### config.mk
export PLATFORM = sky130hd
export DESIGN_NAME = pcs_cell
export DESIGN_NICKNAME = d
export VERILOG_FILES = /design/src/rtl/pcs_pkg.sv /design/src/rtl/pcs_cell.sv
export SDC_FILE = /design/constraint.sdc
export NUM_CORES = 1
export LEC_CHECK = 0
export ABC_AREA = 1
export BUFFER_PORTS_ARGS = -buffer_cell sky130_fd_sc_hd__buf_2
export CELL_PAD_IN_SITES_DETAIL_PLACEMENT = 0
export CELL_PAD_IN_SITES_GLOBAL_PLACEMENT = 1
export CORE_UTILIZATION = 30
export CTS_CLUSTER_SIZE = 24
export DETAILED_ROUTE_END_ITERATION = 12
export HOLD_SLACK_MARGIN = 0.12
export PLACE_DENSITY_LB_ADDON = 0.15
export REMOVE_ABC_BUFFERS = 1
export SYNTH_ARGS = -nofsm -noshare
export SYNTH_HDL_FRONTEND = slang
export SYNTH_SLANG_ARGS = --single-unit
### constraint.sdc
create_clock -name i_clk -period 13.4 [get_ports i_clk]
set_input_delay 0.67 -clock i_clk [delete_from_list [all_inputs] [get_ports i_clk]]
set_output_delay 0.67 -clock i_clk [all_outputs]
set_load 0.02 [all_outputs]
### src/rtl/pcs_pkg.sv
`timescale 1ns / 1ps
// ----------------------------------------------------------------------------
// pcs_pkg
// Shared types, codes and helpers for the palette color search block.
// ----------------------------------------------------------------------------
package pcs_pkg;

    localparam int MetricW = 18;
    localparam logic [MetricW-1:0] NearStart = '1;
    localparam logic [MetricW-1:0] DarkStart = 18'd258;

    typedef enum logic [2:0] {
        REQ_WRITE   = 3'd0,
        REQ_NEAREST = 3'd1,
        REQ_EXACT   = 3'd2,
        REQ_BRIGHT  = 3'd3,
        REQ_DARK    = 3'd4
    } t_req;

    // query word that walks the chain together with the running best
    typedef struct packed {
        logic               active;
        t_req               req;
        logic [7:0]         red;
        logic [7:0]         green;
        logic [7:0]         blue;
        logic               incl;
        logic               skip;
        logic               found;
        logic               hit;
        logic [MetricW-1:0] metric;
    } t_token;

    // floor((30r + 59g + 11b) / 100), the division by a reciprocal multiply
    function automatic logic [7:0] gray_of(input logic [7:0] r, input logic [7:0] g,
                                           input logic [7:0] b);
        logic [14:0] sum;
        logic [27:0] prod;
        sum  = 15'(30 * r) + 15'(59 * g) + 15'(11 * b);
        prod = 28'(sum) * 28'd5243;
        return prod[26:19];
    endfunction

endpackage

### src/rtl/pcs_cell.sv
`timescale 1ns / 1ps
// ----------------------------------------------------------------------------
// pcs_cell
// One palette entry plus one compare step of the query chain.
// ----------------------------------------------------------------------------
module pcs_cell
    import pcs_pkg::*;
#(
    parameter int CELL_ID = 0,
    parameter int IW      = 8,
    parameter int CW      = 9
) (
    input  logic          i_clk,
    input  logic          i_rst_n,
    input  logic          i_wr_en,
    input  logic [23:0]   i_wr_color,
    input  logic          i_wr_used,
    input  logic [7:0]    i_wr_gray,
    input  logic [CW-1:0] i_limit,
    input  t_token        i_tok,
    input  logic [IW-1:0] i_idx,
    output t_token        o_tok,
    output logic [IW-1:0] o_idx
);

    logic [23:0]   r_color;
    logic          r_used;
    logic [7:0]    r_gray;
    t_token        r_tok;
    logic [IW-1:0] r_idx;
    t_token        n_tok;
    logic [IW-1:0] n_idx;

    logic               en;
    logic               cand;
    logic signed [8:0]  dr, dg, db;
    logic signed [17:0] pr, pg, pb;
    logic [MetricW-1:0] sq_dist;
    logic [MetricW-1:0] gray_w;

    always_ff @(posedge i_clk) begin
        if (!i_rst_n) begin
            r_color <= '0;
            r_used  <= 1'b0;
            r_gray  <= '0;
        end else if (i_wr_en) begin
            r_color <= i_wr_color;
            r_used  <= i_wr_used;
            r_gray  <= i_wr_gray;
        end
    end

    always_comb begin
        en      = (CW'(CELL_ID) < i_limit);
        cand    = en && (i_tok.incl || r_used);
        dr      = $signed({1'b0, i_tok.red})   - $signed({1'b0, r_color[23:16]});
        dg      = $signed({1'b0, i_tok.green}) - $signed({1'b0, r_color[15:8]});
        db      = $signed({1'b0, i_tok.blue})  - $signed({1'b0, r_color[7:0]});
        pr      = dr * dr;
        pg      = dg * dg;
        pb      = db * db;
        sq_dist = MetricW'(pr[15:0]) + MetricW'(pg[15:0]) + MetricW'(pb[15:0]);
        gray_w  = MetricW'(r_gray);
        n_tok   = i_tok;
        n_idx   = i_idx;
        case (i_tok.req)
            REQ_NEAREST: begin
                if (en && sq_dist < i_tok.metric) begin
                    n_tok.metric = sq_dist;
                    n_tok.hit    = 1'b1;
                    n_idx        = IW'(CELL_ID);
                end
            end
            REQ_EXACT: begin
                if (en && r_used && !i_tok.found &&
                    r_color == {i_tok.red, i_tok.green, i_tok.blue}) begin
                    n_tok.found = 1'b1;
                    n_idx       = IW'(CELL_ID);
                end
            end
            REQ_BRIGHT: begin
                if (cand && gray_w > i_tok.metric) begin
                    n_tok.metric = gray_w;
                    n_idx        = IW'(CELL_ID);
                end
            end
            REQ_DARK: begin
                if (cand && gray_w < i_tok.metric && (r_gray != 8'd0 || !i_tok.skip)) begin
                    n_tok.metric = gray_w;
                    n_tok.hit    = 1'b1;
                    n_idx        = IW'(CELL_ID);
                end
            end
            default: begin
                n_tok = i_tok;
            end
        endcase
    end

    always_ff @(posedge i_clk) begin
        if (!i_rst_n) begin
            r_tok.active <= 1'b0;
        end else begin
            r_tok.active <= i_tok.active;
        end
        r_tok.req    <= n_tok.req;
        r_tok.red    <= n_tok.red;
        r_tok.green  <= n_tok.green;
        r_tok.blue   <= n_tok.blue;
        r_tok.incl   <= n_tok.incl;
        r_tok.skip   <= n_tok.skip;
        r_tok.found  <= n_tok.found;
        r_tok.hit    <= n_tok.hit;
        r_tok.metric <= n_tok.metric;
        r_idx        <= n_idx;
    end

    assign o_tok = r_tok;
    assign o_idx = r_idx;

endmodule

# Word-level counts from Yosys, hierarchy flattened
# Index checks and enable logic that the tools add are counted.
[totals]
reg_bits = 91
elab_cells = 56
latchBits = 0
ram_bits = 0
out_inout_bits = 58
mem_bits_ro = 0
n_memories = 0
input_bits = 103
[classes]
n_eq_ne = 5
n_bitwise = 0
addsub = 5
n_mux = 12
n_mul = 3
magnitude_cmp = 4
n_reduce_logical = 13
n_shift = 0
div_mod_pow = 0
[op_table]
columns = ["operator", "n"]
rows = [
  ["$pmux 18 s3", 1],
  ["$mul 9x9->16", 3],
  ["$mux 19", 2],
  ["$mux 8", 4],
  ["$pmux 8 s4", 1],
  ["$sub 8x8->9", 3],
  ["$eq 24x24->1", 1],
  ["$add 17x16->18", 1],
  ["$gt 8x18->1", 1],
  ["$lt 18x18->1", 1],
  ["$lt 8x18->1", 1],
  ["$mux 18", 1],
  ["$add 16x16->17", 1],
  ["$lt 1x9->1 const A", 1],
  ["$logic_and 1x1->1", 8],
  ["$reduce_bool 8->1", 1],
  ["$eq 3x2->1 const B", 2],
  ["$eq 3x1->1 const B", 1],
  ["$eq 3x3->1 const B", 1],
  ["$logic_not 1->1", 2],
  ["$logic_or 1x1->1", 2],
  ["$mux 1", 2],
  ["$pmux 1 s2", 1],
]

# Logic depth before layout (Yosys ltp)
# Gate-level depths: netlist of run 1.
[logic_depth]
depth_word = 8
mapped_depth = 55
mapped_depth_nobuf = 55

# Worst setup path before layout of run 1
# OpenSTA, ideal clock, no wires.
[synth_path]
path_type = "input-to-reg"
from = "input i_tok[22] in the netlist's numbering"
to = "register r_tok, in the netlist o_tok[8]"
path_slack_ps = 4616
cell_stages = 44
t_required_ps = 13272
n_path_buf = 0
setup_ps = 128
arrival_time_ps = 8656
cell_sequence = "inv_1 -> ha_1 -> inv_1 -> fa_1 -> nand2_1 -> nand2_1 -> and3_1 -> nor2_1 -> inv_1 -> nor2_1 -> inv_1 -> fa_1 -> fa_1 -> inv_1 -> fa_1 -> fa_1 -> inv_1 -> fa_1 -> [8 not listed] -> fa_1 -> inv_1 -> ha_1 -> a21oi_1 -> o21ai_0 -> a21oi_1 -> nand3b_1 -> nand2_1 -> inv_1 -> ha_1 -> nand2_1 -> nor2_1 -> and2_1 -> nand3b_2 -> nand4_4 -> inv_1 -> nand2_1 -> o211ai_1"
[synth_lines]
columns = ["item", "line_no", "text"]
rows = [
  ["from (decl)", "pcs_cell.sv:20", "input t_token i_tok,"],
  ["to (decl)", "pcs_cell.sv:29", "t_token r_tok;"],
]

==> qor.yml, run 1 <==
startpoint_type: "input port"
first_global_vias: 11918
run_status: "completed"
syn2layout_area_growth_pct: 12.68
timing.max_slew.rel_slack_pct: 41.59
dieArea_sq_um: 46490
avgRoutedWirePerCell_um: 14.49
postSynth.asyncResetShare_pct: 0
hp-class: "input port to register"
synthesis.area_sq_um: 13690
startpoint_of_the_lowest_slack_register_to_register_path: "r_color[0]"
critPathArrivalTime_ns: 10.34
r2r_cells: 43
avg_vias_per_cell: 4.563
clock_sink_count: 91
rsz0062_at_grt: "false"
ys_seq_elements: 91
design.core.area_sq_um: 44610
starting_density_pct: 30.69
synth_flop_cell: "sky130_fd_sc_hd__dfxtp_1"
cts_tree: "built"
htree_levels: 3
worst-slew-pin-transition_ns: 0.8762
gr-total-overflow: 0
cp_data_required_time_ns: 13.70
r2r_setup_slack_ns: 3.46
crit_slowest_cell: "sky130_fd_sc_hd__fa_1"
vias: 11712
drt-initial-drc-count: 668
min_delay_path_depth: 1
skew_ns: 0.01022
max_freq_ghz: 0.09961
post-cts-setup-buffers: 0
global_placement_routability_congestion: 0.8180
launch_instance_of_the_worst_min_delay_path: "i_tok[36]"
gr_usage_total_pct: 16.89
placement_rows: 77
synth_edf_count: 0
timing.critical_path.to_type: "register"
detail_route.first_pass.iterations: 5
hold-path-endpoint: "o_tok[36]"
finalMaxSlewViolations: 0
routed_wl_mm: 37.20
fin_setup_tns_ns: 0
chipHeight_um: 215.6
timing.critical_path.buf_inv: 12
crit_top_cell: "sky130_fd_sc_hd__inv_1"
cts.repair.resized: 0
yosysUniqueCellTypes: 50
timing_worst_setup_path_type: "input port to register"
min_period_ns: 10.04
layout.core_utilization_pct: 34.58
ant_nets: 0
crit_path_max_fanout: 24
holdBufCountCts: 0
crit-reg2reg-capture: "o_tok[11]"
worst_path_largest_cell_delay_ns: 0.54
nets: 2407
drive_above_1_share_pct: 11.24
worst_setup_hold_path_clk_slew_ns: 0.07
antenna_cells: 0
antenna_found_initial: 1
cts.root.buffer_cell: "sky130_fd_sc_hd__clkbuf_16"
max_cap_violations: 0
fp.dieW_um: 215.6
hpwl_mm: 31.69
tritoncts.num_buffers: 9
critical_path.top_delay_family: "adder cells"
finalSetupViolations: 0
number_of_standard_cells_after_synthesis: 1819
average_cell_area_after_synthesis_sq_um: 7.525
filler_cell_count: 4848
post-route-period-util_pct: 74.92
yosys_warnings: 0
drt_drc_violations_left: 0
synth.yosys.seq_area_share_pct: 13.31
timing.final.hold_violations: 0
worstSkewPairLatency_ns: 0.39
grt_start_max_net_pins: 48
grt_pass1_wl_mm: 62.15
maximum_count_of_clock_buffers_along_a_single_path: 2
top_level_ports: 161
portBuffers: 160
==> kinds of logic after synthesis <==
| logic type | after synthesis | synth area share, % |
|---|---|---|
| simple gates | 724 | 23.62 |
| buf+inv | 435 | 12.18 |
| fa+ha+maj | 334 | 39.91 |
| compound gates | 178 | 7.285 |
| flops | 91 | 13.31 |
| xor+xnor | 57 | 3.702 |
==> cell usage in the layout (no fill, tap or decap), drive strengths merged, types with 11 or more instances in the layout <==
master  instances
nor3           15
xor2           38
inv           413
fa            171
nand2         328
a21oi          90
nor2          173
nand3b         11
nand4          44
o21ai          55
buf           165
xnor2          19
ha            163
dfxtp          91
nand3         142
==> stage by stage <==
step / area [sq um] / setup WS (ns) / cells / hold WS, ns
after CTS: 15420 / 3.320 / 2567 / 0.3654
after detailed placement: 15140 / 2.926 / 2551 / 0.4570
after global routing: 15420 / 2.495 / 2567 / 0.3754
after global placement: 15140 / 3.209 / 2551 / 0.4486
after floorplan: 13560 / 4.263 / 1794 / 0.4367
final: 15420 / 3.361 / 2567 / 0.3998
==> how the worst max path moves through the flow <==
stage,start,end,slack (ns),depth (start not counted)
after floorplan,i_tok[22],o_tok[10],4.26,44
final,i_tok[22],o_tok[11],3.36,45
after global placement,i_tok[22],o_tok[8],3.21,45
after detailed placement,i_tok[22],o_tok[11],2.93,45
after global routing,i_tok[22],o_tok[11],2.50,45
after CTS,i_tok[22],o_tok[11],3.32,45
==> synth_stat cells, types with 3 or more instances <==
| library cell | instances | area share [%] |
|---|---|---|
| sky130_fd_sc_hd__nand2_2 | 4 | 0.18 |
| sky130_fd_sc_hd__nand3_1 | 139 | 5.1 |
| sky130_fd_sc_hd__o21bai_1 | 8 | 0.44 |
| sky130_fd_sc_hd__inv_1 | 401 | 11 |
| sky130_fd_sc_hd__ha_1 | 163 | 15 |
| sky130_fd_sc_hd__a21oi_1 | 89 | 3.3 |
| sky130_fd_sc_hd__nand4_1 | 40 | 1.8 |
| sky130_fd_sc_hd__nor2_1 | 167 | 4.6 |
| sky130_fd_sc_hd__buf_2 | 3 | 0.11 |
| sky130_fd_sc_hd__nor2_2 | 4 | 0.18 |
| sky130_fd_sc_hd__xnor2_1 | 19 | 1.2 |
| sky130_fd_sc_hd__a21o_1 | 9 | 0.49 |
| sky130_fd_sc_hd__o21ai_0 | 54 | 2.0 |
| sky130_fd_sc_hd__fa_1 | 171 | 25 |
| sky130_fd_sc_hd__dfxtp_1 | 91 | 13 |
| sky130_fd_sc_hd__o21a_1 | 5 | 0.27 |
| sky130_fd_sc_hd__clkbuf_1 | 16 | 0.44 |
| sky130_fd_sc_hd__o211ai_1 | 4 | 0.22 |
| sky130_fd_sc_hd__or2_2 | 6 | 0.27 |
| sky130_fd_sc_hd__inv_2 | 7 | 0.19 |
| sky130_fd_sc_hd__buf_6 | 3 | 0.25 |
| sky130_fd_sc_hd__nand2_1 | 322 | 8.8 |
| sky130_fd_sc_hd__nor3_1 | 12 | 0.44 |
| sky130_fd_sc_hd__xor2_1 | 37 | 2.4 |
| sky130_fd_sc_hd__nand3b_1 | 10 | 0.55 |
==> per-layer routing <==
layer,global-route usage (%),share of wire [%],vias to the layer above
li1,-,-,5966
met1,22.65,48,5554
met2,28.51,48,173
met3,2.509,3.0,19
met4,3.735,1.2,0
met5,0,0,-
==> cell type report <==
class	count	area [sq um]	area share (%)
multi-input cells	1293	10200	66.13
flip-flops and latches	91	1822	11.81
inverters	410	1539	9.978
repair buffers	165	838.3	5.435
well taps	592	740.7	4.802
clock buffers	9	225.2	1.460
clock inverters	7	58.81	0.3813
==> flip-flops by register name (all words and copies together) (netlist names) <==
signal,flops
o_tok,50
r_used,1
r_gray,8
o_idx,8
r_color,24
Power of run 1 is left out: the tool's default activity adds up to more than one toggle a clock period on the data nets, which glitch-free logic cannot reach.
==> run 2, diff against run 1 <==
==> constraint.sdc (replaced) <==
create_clock -name i_clk -period 8.84 [get_ports i_clk]
set_input_delay 0.442 -clock i_clk [delete_from_list [all_inputs] [get_ports i_clk]]
set_output_delay 0.442 -clock i_clk [all_outputs]
set_load 0.02 [all_outputs]
==> run 2 against run 1 <==
Compared with the run above:
- wire length is 4.7% higher
- worst hold slack lost 0.25 ns
- flip-flop and latch count did not move
- cell count up 8.4%
- clock skew grew 0.019 ns
- critical endpoint is now o_tok[8]
- largest cell class unchanged
- clock-buffer cell count stayed put
- highest routed layer unchanged
- sequential share of layout area decreased by 1.6 points
==> qor.yml, run 2 (synthesis results as in run 1) <==
grt_pass1_wl_mm: 64.74  # was 62.15 mm
layout.core_utilization_pct: 40.00  # was 34.58%
launch_instance_of_the_worst_min_delay_path: "i_tok[45]"  # was i_tok[36]
critical_path.top_delay_family: "adder cells"  # unchanged
timing.critical_path.buf_inv: 12  # unchanged
fin_setup_tns_ns: 0  # unchanged
timing.critical_path.to_type: "register"  # unchanged
placement_rows: 77  # unchanged
vias: 12471  # was 11,712
top_level_ports: 161  # unchanged
ant_nets: 0  # unchanged
starting_density_pct: 30.69  # unchanged
chipHeight_um: 215.6  # unchanged
skew_ns: 0.02919  # was 0.01022 ns
design.core.area_sq_um: 44610  # unchanged
first_global_vias: 12813  # was 11,918
timing.max_slew.rel_slack_pct: 42.05  # was 41.59%
holdBufCountCts: 0  # unchanged
cts_tree: "built"  # unchanged
hp-class: "input port to register"  # unchanged
mostFrequentLayoutCell: "sky130_fd_sc_hd__inv_1"  # unchanged
fp.dieW_um: 215.6  # unchanged
htree_levels: 3  # unchanged
timing.final.hold_violations: 0  # unchanged
worst_setup_hold_path_clk_slew_ns: 0.10  # was 0.07 ns
worst_path_largest_cell_delay_ns: 0.54  # about the same
avg_vias_per_cell: 4.483  # was 4.563
post-route-period-util_pct: 94.86
run_status: "completed"  # unchanged
hpwl_mm: 32.89  # was 31.69 mm
largest_register_ffs: 50  # unchanged
antenna_found_initial: 1  # unchanged
routed_wl_mm: 38.95  # was 37.20 mm
max_freq_ghz: 0.1192
drt_drc_violations_left: 0  # unchanged
portBuffers: 160  # unchanged
cp-startpoint: "r_color[16]"  # was i_tok[22]
gr_usage_total_pct: 17.43  # was 16.89%
global_placement_routability_congestion: 0.8246  # was 0.8180
nets: 2622  # was 2,407
worst-slew-pin-transition_ns: 0.8693  # was 0.8762 ns
instances_no_fill: 2782  # was 2,567
finalMaxSlewViolations: 0  # unchanged
timing_worst_setup_path_type: "register to register"  # was input port to register
dieArea_sq_um: 46490  # unchanged
cp_data_required_time_ns: 9.11  # was 13.70 ns
startpoint_of_the_lowest_slack_register_to_register_path: "r_color[16]"  # was r_color[0]
syn2layout_area_growth_pct: 30.36  # was 12.68%
whs_ns: 0.1480  # was 0.3998 ns
max_cap_violations: 0  # unchanged
critPathArrivalTime_ns: 8.65  # was 10.34 ns
crit_slowest_cell: "sky130_fd_sc_hd__fa_1"  # unchanged
antenna_cells: 0  # unchanged
cts.root.buffer_cell: "sky130_fd_sc_hd__clkbuf_16"  # unchanged
drive_above_1_share_pct: 27.17  # was 11.24%
min_period_ns: 8.386
avgRoutedWirePerCell_um: 14.00  # was 14.49 um
tritoncts.num_buffers: 9  # unchanged
drt-initial-drc-count: 459  # was 668
gr-total-overflow: 0  # unchanged
clock_sink_count: 91  # unchanged
maximum_count_of_clock_buffers_along_a_single_path: 2  # unchanged
place.detailed.instances: 2755  # was 2,551
startpoint_type: "register"  # was input port
crit_path_max_fanout: 5  # was 24
crit_top_cell: "sky130_fd_sc_hd__nand2_2"  # was sky130_fd_sc_hd__inv_1
detail_route.first_pass.iterations: 7  # was 5
worstSkewPairLatency_ns: 0.41  # was 0.39 ns
grt_start_max_net_pins: 48  # unchanged
most-common-layout-cells: "383 x sky130_fd_sc_hd__inv_1, 290 x sky130_fd_sc_hd__nand2_1, 212 x sky130_fd_sc_hd__buf_4"  # was 401 x sky130_fd_sc_hd__inv_1, 322 x sky130_fd_sc_hd__nand2_1, 171 x sky130_fd_sc_hd__fa_1
finalSetupViolations: 0  # unchanged
==> run 2: cell types whose count changed in the layout (fill, tap and decap cells not counted), moves of 20 or more <==
cell	change
sky130_fd_sc_hd__a21oi_2	+22
sky130_fd_sc_hd__a21oi_1	-25
sky130_fd_sc_hd__nor2_1	-30
sky130_fd_sc_hd__nand2_1	-32
sky130_fd_sc_hd__buf_4	+207
sky130_fd_sc_hd__nor2_2	+20
sky130_fd_sc_hd__nand2_2	+26
==> run 2: path summary, 6_finish.rpt <==
path              cells after the start  slack (ns)          end
setup / recovery                     48        0.45     o_tok[8]
hold reg to reg                       2        0.47  r_color[11]
setup reg to reg                     48        0.45     o_tok[8]
hold / removal                        1        0.15    o_tok[45]
==> run 2: routing by layer <==
layer  share of wire (%)  GRT usage [%]  vias to the layer above  routed length (um)
met1                  48          23.19                     5855               18630
met5                   0              0                        -                   0
li1                    -              -                     6411                   -
met4                 1.7          4.444                        0                 667
met3                 3.0          2.311                       27                1159
met2                  47          29.61                      178               18500
==> run 2: layout make-up <==
type	instances	area [sq um]
well taps	592	740.7
clock buffers	9	225.2
inverters	410	1541
multi-input cells	1293	10960
flip-flops and latches	91	1827
repair buffers	380	2491
fillers	4667	26760
clock inverters	7	60.06
==> run 2: per-stage QoR <==
| stage | area [sq um] | worst slack (ns) |
|---|---|---|
| final | 17840 | 0.4541 |
| after global placement | 16680 | -0.4584 |
| after global routing | 17840 | -0.01572 |
| after CTS | 16990 | 0.02020 |
| after detailed placement | 16680 | -0.4436 |
| after floorplan | 13560 | -0.06891 |
==> run 2: what timing repair did <==
action | CTS | global route
pin swaps | 0 | 61
buffers inserted | 0 | 12
endpoints found under the setup margin | 27 | 27
gates resized for setup | 8 | 191
Power of run 2 is left out for the same reason.
